--- src/sha256_pkg.sv ---
`timescale 1ns / 1ps
// ----------------------------------------------------------------------------
// SHA-256 package
// Shared constants, types and round functions of the SHA-256 message hasher.
// ----------------------------------------------------------------------------
package sha256_pkg;

	localparam int WordW = 32;

	// Queue item between the front end and the compression engine.
	typedef struct packed {
		logic [WordW-1:0] word;
		logic             fin;
	} qitem_t;

	localparam int QDepth = 4;

	// Round constants.
	function automatic logic [31:0] round_k(input logic [5:0] idx);
		logic [31:0] k [64];
		k = '{
			32'h428a2f98, 32'h71374491, 32'hb5c0fbcf, 32'he9b5dba5,
			32'h3956c25b, 32'h59f111f1, 32'h923f82a4, 32'hab1c5ed5,
			32'hd807aa98, 32'h12835b01, 32'h243185be, 32'h550c7dc3,
			32'h72be5d74, 32'h80deb1fe, 32'h9bdc06a7, 32'hc19bf174,
			32'he49b69c1, 32'hefbe4786, 32'h0fc19dc6, 32'h240ca1cc,
			32'h2de92c6f, 32'h4a7484aa, 32'h5cb0a9dc, 32'h76f988da,
			32'h983e5152, 32'ha831c66d, 32'hb00327c8, 32'hbf597fc7,
			32'hc6e00bf3, 32'hd5a79147, 32'h06ca6351, 32'h14292967,
			32'h27b70a85, 32'h2e1b2138, 32'h4d2c6dfc, 32'h53380d13,
			32'h650a7354, 32'h766a0abb, 32'h81c2c92e, 32'h92722c85,
			32'ha2bfe8a1, 32'ha81a664b, 32'hc24b8b70, 32'hc76c51a3,
			32'hd192e819, 32'hd6990624, 32'hf40e3585, 32'h106aa070,
			32'h19a4c116, 32'h1e376c08, 32'h2748774c, 32'h34b0bcb5,
			32'h391c0c97, 32'h4ed8aa4a, 32'h5b9cca4f, 32'h682e6ff3,
			32'h748f82ee, 32'h78a5636f, 32'h84c87814, 32'h8cc70208,
			32'h90befffa, 32'ha4506ceb, 32'hbef9a3f7, 32'hc67178f2};
		return k[idx];
	endfunction

	// Initial hash values.
	function automatic logic [31:0] start_hash(input logic [2:0] idx);
		logic [31:0] h [8];
		h = '{32'h6a09e667, 32'hbb67ae85, 32'h3c6ef372, 32'ha54ff53a,
			32'h510e527f, 32'h9b05688c, 32'h1f83d9ab, 32'h5be0cd19};
		return h[idx];
	endfunction

	function automatic logic [31:0] ror(input logic [31:0] x, input int n);
		return (x >> n) | (x << (32 - n));
	endfunction

endpackage

--- src/sha256_front.sv ---
`timescale 1ns / 1ps
// ----------------------------------------------------------------------------
// SHA-256 front end
// Accepts message items, counts bytes and expands the last item into the
// marker, zero fill and bit length words, pushed into the word queue.
// ----------------------------------------------------------------------------
module sha256_front (
	input  logic                clk,
	input  logic                arst_n,
	input  logic                in_valid,
	output logic                in_ready,
	input  logic [31:0]         in_word,
	input  logic [2:0]          in_count,
	input  logic                in_last,
	output logic                q_push,
	output sha256_pkg::qitem_t  q_data,
	input  logic                q_full
);

	localparam logic [1:0] StIdle = 2'd0;
	localparam logic [1:0] StMark = 2'd1;
	localparam logic [1:0] StPad  = 2'd2;
	localparam logic [1:0] StLen  = 2'd3;

	logic [1:0]  state_q;
	logic [3:0]  fill_q;
	logic [60:0] bytes_q;
	logic        len_lo_q;
	logic [2:0]  cnt;
	logic [60:0] bytes_nxt;
	logic [31:0] keep;
	logic [63:0] bits;

	assign in_ready = (state_q == StIdle) && !q_full;
	assign cnt      = in_last ? ((in_count > 3'd4) ? 3'd4 : in_count) : 3'd4;
	assign bytes_nxt = bytes_q + 61'(cnt);
	assign bits     = {bytes_q, 3'b000};

	// Mask of the valid bytes of the last item.
	always_comb begin
		case (cnt)
			3'd0:    keep = 32'h0000_0000;
			3'd1:    keep = 32'hff00_0000;
			3'd2:    keep = 32'hffff_0000;
			3'd3:    keep = 32'hffff_ff00;
			default: keep = 32'hffff_ffff;
		endcase
	end

	// Word to push in each state.
	always_comb begin
		q_push = 1'b0;
		q_data = '0;
		unique case (state_q)
			StIdle: begin
				q_push = in_valid && !q_full;
				q_data.word = (in_word & keep) | (32'h8000_0000 >> {cnt[1:0], 3'b000});
				if (!in_last || cnt == 3'd4) q_data.word = in_word;
			end
			StMark: begin
				q_push = !q_full;
				q_data.word = 32'h8000_0000;
			end
			StPad: begin
				q_push = !q_full;
			end
			StLen: begin
				q_push = !q_full;
				q_data.word = len_lo_q ? bits[31:0] : bits[63:32];
				q_data.fin  = len_lo_q;
			end
			default: ;
		endcase
	end

	// Sequencing of the padding words.
	always_ff @(posedge clk or negedge arst_n) begin
		if (!arst_n) begin
			state_q  <= StIdle;
			fill_q   <= '0;
			bytes_q  <= '0;
			len_lo_q <= 1'b0;
		end else if (q_push) begin
			fill_q <= fill_q + 4'd1;
			unique case (state_q)
				StIdle: begin
					bytes_q <= bytes_nxt;
					if (in_last) begin
						if (cnt == 3'd4) state_q <= StMark;
						else if (fill_q == 4'd13) state_q <= StLen;
						else state_q <= StPad;
					end
				end
				StMark: state_q <= (fill_q == 4'd13) ? StLen : StPad;
				StPad:  if (fill_q == 4'd13) state_q <= StLen;
				StLen: begin
					len_lo_q <= !len_lo_q;
					if (len_lo_q) begin
						state_q <= StIdle;
						bytes_q <= '0;
					end
				end
				default: state_q <= StIdle;
			endcase
		end
	end

endmodule

--- src/sha256_queue.sv ---
`timescale 1ns / 1ps
// ----------------------------------------------------------------------------
// SHA-256 word queue
// Small first-in first-out queue between the front end and the engine.
// ----------------------------------------------------------------------------
module sha256_queue (
	input  logic               clk,
	input  logic               arst_n,
	input  logic               push,
	input  sha256_pkg::qitem_t wdata,
	output logic               full,
	input  logic               pop,
	output sha256_pkg::qitem_t rdata,
	output logic               nempty
);

	localparam int AW = $clog2(sha256_pkg::QDepth);

	sha256_pkg::qitem_t mem_q [sha256_pkg::QDepth];
	logic [AW-1:0] wp_q;
	logic [AW-1:0] rp_q;
	logic [AW:0]   cnt_q;

	assign full   = (cnt_q == (AW+1)'(sha256_pkg::QDepth));
	assign nempty = (cnt_q != '0);
	assign rdata  = mem_q[rp_q];

	// Storage.
	always_ff @(posedge clk) begin
		if (push) mem_q[wp_q] <= wdata;
	end

	// Pointers and fill level.
	always_ff @(posedge clk or negedge arst_n) begin
		if (!arst_n) begin
			wp_q  <= '0;
			rp_q  <= '0;
			cnt_q <= '0;
		end else begin
			if (push) wp_q <= wp_q + 1'b1;
			if (pop)  rp_q <= rp_q + 1'b1;
			cnt_q <= cnt_q + (AW+1)'(push) - (AW+1)'(pop);
		end
	end

endmodule

--- src/sha256_engine.sv ---
`timescale 1ns / 1ps
// ----------------------------------------------------------------------------
// SHA-256 compression engine
// Gathers sixteen words, runs 64 rounds at one per cycle with a rolling
// message schedule, and emits the digest after the final block.
// ----------------------------------------------------------------------------
module sha256_engine (
	input  logic               clk,
	input  logic               arst_n,
	input  logic               q_nempty,
	input  sha256_pkg::qitem_t q_data,
	output logic               q_pop,
	output logic               out_valid,
	input  logic               out_ready,
	output logic [31:0]        out_word,
	output logic [2:0]         out_index,
	output logic               out_last
);

	localparam logic [1:0] StLoad  = 2'd0;
	localparam logic [1:0] StRound = 2'd1;
	localparam logic [1:0] StAdd   = 2'd2;
	localparam logic [1:0] StOut   = 2'd3;

	logic [1:0]  state_q;
	logic [31:0] w_q [16];
	logic [31:0] h_q [8];
	logic [31:0] v_q [8];
	logic [3:0]  fill_q;
	logic [5:0]  rnd_q;
	logic        fin_q;
	logic [2:0]  oidx_q;
	logic [31:0] s0, s1, wnew, t1, t2, big0, big1, ch, maj;

	assign q_pop     = (state_q == StLoad) && q_nempty;
	assign out_valid = (state_q == StOut);
	assign out_word  = h_q[oidx_q];
	assign out_index = oidx_q;
	assign out_last  = (oidx_q == 3'd7);

	// Round logic.
	always_comb begin
		s0 = sha256_pkg::ror(w_q[1], 7) ^ sha256_pkg::ror(w_q[1], 18) ^ (w_q[1] >> 3);
		s1 = sha256_pkg::ror(w_q[14], 17) ^ sha256_pkg::ror(w_q[14], 19) ^ (w_q[14] >> 10);
		wnew = w_q[0] + s0 + w_q[9] + s1;
		big1 = sha256_pkg::ror(v_q[4], 6) ^ sha256_pkg::ror(v_q[4], 11)
			^ sha256_pkg::ror(v_q[4], 25);
		ch = (v_q[4] & v_q[5]) ^ (~v_q[4] & v_q[6]);
		t1 = v_q[7] + big1 + ch + sha256_pkg::round_k(rnd_q) + w_q[0];
		big0 = sha256_pkg::ror(v_q[0], 2) ^ sha256_pkg::ror(v_q[0], 13)
			^ sha256_pkg::ror(v_q[0], 22);
		maj = (v_q[0] & v_q[1]) ^ (v_q[0] & v_q[2]) ^ (v_q[1] & v_q[2]);
		t2 = big0 + maj;
	end

	// Block words and working variables.
	always_ff @(posedge clk) begin
		if (q_pop) begin
			for (int i = 0; i < 15; i++) w_q[i] <= w_q[i+1];
			w_q[15] <= q_data.word;
			if (fill_q == 4'd15) for (int i = 0; i < 8; i++) v_q[i] <= h_q[i];
		end
		if (state_q == StRound) begin
			for (int i = 0; i < 15; i++) w_q[i] <= w_q[i+1];
			w_q[15] <= wnew;
			v_q[0] <= t1 + t2;
			v_q[1] <= v_q[0];
			v_q[2] <= v_q[1];
			v_q[3] <= v_q[2];
			v_q[4] <= v_q[3] + t1;
			v_q[5] <= v_q[4];
			v_q[6] <= v_q[5];
			v_q[7] <= v_q[6];
		end
	end

	// Control and chaining values.
	always_ff @(posedge clk or negedge arst_n) begin
		if (!arst_n) begin
			state_q <= StLoad;
			fill_q  <= '0;
			rnd_q   <= '0;
			fin_q   <= 1'b0;
			oidx_q  <= '0;
			for (int i = 0; i < 8; i++) h_q[i] <= sha256_pkg::start_hash(3'(i));
		end else begin
			unique case (state_q)
				StLoad: if (q_pop) begin
					fill_q <= fill_q + 4'd1;
					if (fill_q == 4'd15) begin
						fin_q   <= q_data.fin;
						rnd_q   <= '0;
						state_q <= StRound;
					end
				end
				StRound: begin
					rnd_q <= rnd_q + 6'd1;
					if (rnd_q == 6'd63) state_q <= StAdd;
				end
				StAdd: begin
					for (int i = 0; i < 8; i++) h_q[i] <= h_q[i] + v_q[i];
					oidx_q  <= '0;
					state_q <= fin_q ? StOut : StLoad;
				end
				StOut: if (out_ready) begin
					oidx_q <= oidx_q + 3'd1;
					if (oidx_q == 3'd7) begin
						for (int i = 0; i < 8; i++) h_q[i] <= sha256_pkg::start_hash(3'(i));
						state_q <= StLoad;
					end
				end
				default: state_q <= StLoad;
			endcase
		end
	end

endmodule

--- src/sha256_message_hasher.sv ---
`timescale 1ns / 1ps
// ----------------------------------------------------------------------------
// SHA-256 message hasher
// Streams a message in as 32-bit words and returns its SHA-256 digest.
// ----------------------------------------------------------------------------
// Each 64-byte block takes 16 queue pops, 64 rounds and one add step; the
// single round unit sets the pace of the hasher. The front end keeps
// accepting items into a four-entry queue while the engine runs rounds,
// until the queue is full. After the last item the padding words are
// generated (one or two blocks) and eight digest items follow, indices 0
// to 7, the eighth with tlast high.
module sha256_message_hasher (
	input  logic        clk,
	input  logic        arst_n,
	input  logic        s_tvalid,
	output logic        s_tready,
	input  logic [39:0] s_tdata,   // data_word[31:0], byte_count[34:32], zero fill
	input  logic        s_tlast,
	output logic        m_tvalid,
	input  logic        m_tready,
	output logic [39:0] m_tdata,   // digest_word[31:0], word_index[34:32], zero fill
	output logic        m_tlast
);

	logic               push, full, pop, nempty;
	sha256_pkg::qitem_t wdata, rdata;
	logic [31:0]        dword;
	logic [2:0]         didx;

	sha256_front u_front (
		.clk(clk), .arst_n(arst_n),
		.in_valid(s_tvalid), .in_ready(s_tready),
		.in_word(s_tdata[31:0]), .in_count(s_tdata[34:32]), .in_last(s_tlast),
		.q_push(push), .q_data(wdata), .q_full(full)
	);

	sha256_queue u_queue (
		.clk(clk), .arst_n(arst_n),
		.push(push), .wdata(wdata), .full(full),
		.pop(pop), .rdata(rdata), .nempty(nempty)
	);

	sha256_engine u_engine (
		.clk(clk), .arst_n(arst_n),
		.q_nempty(nempty), .q_data(rdata), .q_pop(pop),
		.out_valid(m_tvalid), .out_ready(m_tready),
		.out_word(dword), .out_index(didx), .out_last(m_tlast)
	);

	// Pack the result fields.
	assign m_tdata = {5'b0, didx, dword};

endmodule

--- config.mk ---
export PLATFORM = sky130hd
export DESIGN_NAME = sha256_message_hasher
export DESIGN_NICKNAME = d
export VERILOG_FILES = /design/src/sha256_pkg.sv /design/src/sha256_front.sv /design/src/sha256_queue.sv /design/src/sha256_engine.sv /design/src/sha256_message_hasher.sv
export SDC_FILE = /design/constraint.sdc
export NUM_CORES = 2
export LEC_CHECK = 0
export ABC_AREA = 0
export ABC_CLOCK_PERIOD_IN_PS = 35300
export BUFFER_PORTS_ARGS = -buffer_cell sky130_fd_sc_hd__buf_2
export CAP_MARGIN = 20
export CORE_MARGIN = 3
export CORE_UTILIZATION = 47
export DETAILED_ROUTE_END_ITERATION = 8
export GPL_ROUTABILITY_DRIVEN = 0
export HOLD_SLACK_MARGIN = 0.05
export SLEW_MARGIN = 20
export SYNTH_ARGS = -nofsm -noshare
export SYNTH_HDL_FRONTEND = slang
export SYNTH_HIERARCHICAL = 1
export SYNTH_SLANG_ARGS = --single-unit
--- constraint.sdc ---
create_clock -name clk -period 35.3 [get_ports clk]
set_input_delay 3.53 -clock clk [delete_from_list [all_inputs] [get_ports clk]]
set_output_delay 3.53 -clock clk [all_outputs]
set_load 0.03 [all_outputs]
==> out/metrics.yaml <==
cts:
  cts_setup_buffers: 0
  htreeDepth: 4
  clock-sinks: 1247
  clockBufferDepth: 3
  insertion_delay_ns: 0.80
  cts_hold_buf: 0
  root_buffer: "clkbuf_16"
  clkTransAtPathRegs_ns: 0.06
  cts_tree: "built"
  post_cts_resized: 0
  cts-buffers-inserted: 142
setup_path:
  crit_slowest_cell: "o21ai_0"
  r2r_slack_ns: 24.46
  critPathMaxFanout: 21
  cp_slowest_stage_delay_ns: 0.77
  crit_family: "compound AO/OA/AOI/OAI gates"
  path_class: "flip-flop to flip-flop"
  cp.arrival_ns: 11.33
  crit_path_start_kind: "flip-flop"
  required_ns: 35.80
  crit_buf_inv: 6
  worst_path_most_repeated_cell: "inv_1"
  crit_path_end_kind: "flip-flop"
placement:
  place_hpwl_um: 165000
  io_buffers: 77
  place_ws_ns: 24.84
  postPlaceCellArea_um2: 78600
synth:
  ys_types: 105
  synth_area_leaders: "edfxtp_1 35%, dfrtp_1 6.9%, ha_1 6.7%, nand2_1 5.6%, fa_1 5.2%"
  synth_edf_count: 900
  ys_ff_latch: 1247
  synth_top_family_by_area: "compound AO/OA/AOI/OAI gates"
  synth_top_flop_cell: "edfxtp_1"
  yosysMostFrequentCell: "nand2_1"
  ys_warn_count: 6
  synthSimpleGateAreaFrac: 0.131
  synthArstFlopShare: 0.278
  synth.yosys.seq_area_share: 0.471
  synthAdderAreaFrac: 0.119
  yosys.area.top_type: "edfxtp_1"
  yosys-top-cells-count: "1145 x nand2_1, 900 x edfxtp_1, 494 x a21oi_1, 445 x o21ai_0, 411 x nor2_1"
  postSynthCellCount: 7190
  synth_top_area_frac: 0.354
  syn_area_per_cell_um2: 10.6
  synthXorXnorAreaFrac: 0.0684
  synth_mux_area_frac: 0.0409
  synth-compound-area-share: 0.136
  syn_area_um2: 76200
die:
  io_pins: 88
  fp.dieH_um: 409
  start_util: 0.474
  core_um2: 161000
  die_area_um2: 167000
  num_rows: 147
  dieWidth_um: 409
final_layout:
  final_net_count: 7806
  area_delta_synth_final_pct: 9.34
  drive_above_1_share: 0.0966
  fin_area_um2: 83400
grt:
  gr-usage-met3: 0.0482
  grt_max_degree: 150
  met1_usage: 0.405
  grt_pass1_wl_um: 344000
  antenna_found_initial: 6
  grt_util_met2: 0.394
  grt_pass1_vias: 53771
  busiest_layer: "met1"
  grt_overflow_total: 0
  grt_usage: 0.272
detailed_routing:
  drt_iter0_drc: 6879
  drc: 1
  first_pass_iters: 9
  routedWlPerCell_um: 24.4
  postRouteAntennaNets: 0
  vias: 56873
  routed_via_density: 6.03
  routed_wl_um: 230000
timing:
  fin_setup_tns_ns: 0
  period_share: 0.307
  relSlewSlack: 0.241
  rsz0062_at_grt: "no"
  drv_slew: 0
  hold_viol_final: 0
  finClkSkew_ns: 0.0449
  fmax_mhz: 92.3
  period_minus_slack_ns: 10.84
  worst_pin_slew_ns: 1.14
  setup_ws_ns: 24.46
  finalSetupViolations: 0
hold_path:
  hold_path_class: "flip-flop to flip-flop"
run_status:
  violations: "design-rule violations"
  status: "complete, but fails checks"
run:
  maxCapViolCount: 0
final cells by class:
type                    count  area [um^2]
fillers                 14307        77600
multi-input cells        5268        37800
flip-flops and latches   1247        35900
clock buffers             194         3880
well taps                2160         2700
inverters                 350         1310
repair buffers            147          933
clock inverters            70          838
diodes                      1         2.50
state kept, by name, indices dropped and copies added (netlist names):
name and count:
u_front/fill_q 4, u_engine/w_q 512, u_queue/wp_q 2, u_engine/fill_q 4
u_engine/h_q 256, u_queue/cnt_q 3, u_engine/rnd_q 6, u_queue/rp_q 2
u_front/len_lo_q 1, u_front/state_q 2, u_engine/out_index 3, u_queue/mem_q 132
u_engine/v_q 256, u_engine/fin_q 1, u_engine/state_q 2, u_front/bytes_q 61
layout by cell type, fill, tap and decap left out, types with 26 or more instances in the layout:
| cell type | n |
|---|---|
| xnor2_1 | 375 |
| nor3_1 | 100 |
| buf_4 | 69 |
| nand2b_1 | 63 |
| xor2_1 | 218 |
| edfxtp_1 | 900 |
| buf_2 | 76 |
| dfstp_2 | 136 |
| fa_1 | 197 |
| mux2i_1 | 27 |
| dfrtp_1 | 204 |
| a211oi_1 | 55 |
| mux2_2 | 52 |
| or3_1 | 64 |
| nor4_1 | 26 |
| a21o_1 | 164 |
| inv_1 | 346 |
| nor2_1 | 410 |
| ha_1 | 408 |
| and3_1 | 37 |
| a31oi_1 | 61 |
| mux4_2 | 94 |
| nand3_1 | 119 |
| a21oi_1 | 494 |
| a22oi_1 | 40 |
| clkbuf_16 | 146 |
| nor2b_1 | 60 |
| nand4_1 | 55 |
| o211ai_1 | 33 |
| o21a_1 | 45 |
| o31ai_1 | 56 |
| clkbuf_1 | 43 |
| o21bai_1 | 55 |
| o21ai_0 | 445 |
| nand2_1 | 1141 |
per-layer routing:
layer  routed length (um)  part of all wire  vias to the layer above
met5                   11          0.000048                        -
met3                22200             0.097                      403
met4                 9250             0.040                        2
met2                97300              0.42                     2716
met1               101000              0.44                    28005
li1                     -                 -                    25747
final timing paths:
path,to,cells after the start,from
hold / removal,u_engine/w_q[1][122]$_DFFE_PP_,0,u_engine/w_q[2][26]$_DFFE_PP_
setup reg to reg,u_engine/v_q[0][31]$_DFFE_PP_,37,u_engine/rnd_q[1]$_DFFE_PN0P_
setup / recovery,u_engine/v_q[0][31]$_DFFE_PP_,37,u_engine/rnd_q[1]$_DFFE_PN0P_
max in group asynchronous,u_engine/h_q[13]$_DFFE_PN0P_,3,arst_n
hold reg to reg,u_engine/w_q[1][122]$_DFFE_PP_,0,u_engine/w_q[2][26]$_DFFE_PP_
min in group asynchronous,u_engine/h_q[61]$_DFFE_PN0P_,1,arst_n
logic make-up (layout without fill, tap and decap cells):
kind of cell	Yosys count	after routing
adders and majority gates	608	608
other	1	6
buffers and inverters	679	761
xor gates and xnor gates	594	594
DFF	1247	1247
and+or+nand+nor	2221	2221
AOI/OAI and AO/OA	1661	1661
muxes	179	179
stage by stage:
| stage | hold slack, ns | utilization | instances |
|---|---|---|---|
| 6_report | 0.400 | 0.518 | 9437 |
| 5_1_grt | 0.398 | 0.518 | 9436 |
| 3_3_place_gp | 0.400 | 0.489 | 9172 |
| 3_5_place_dp | 0.405 | 0.489 | 9172 |
| 4_1_cts | 0.386 | 0.518 | 9436 |
| 2_1_floorplan | 0.400 | - | 7194 |
Power is not shown: default switching activity piles up to over one toggle a cycle in this logic, so the estimate is an artifact.
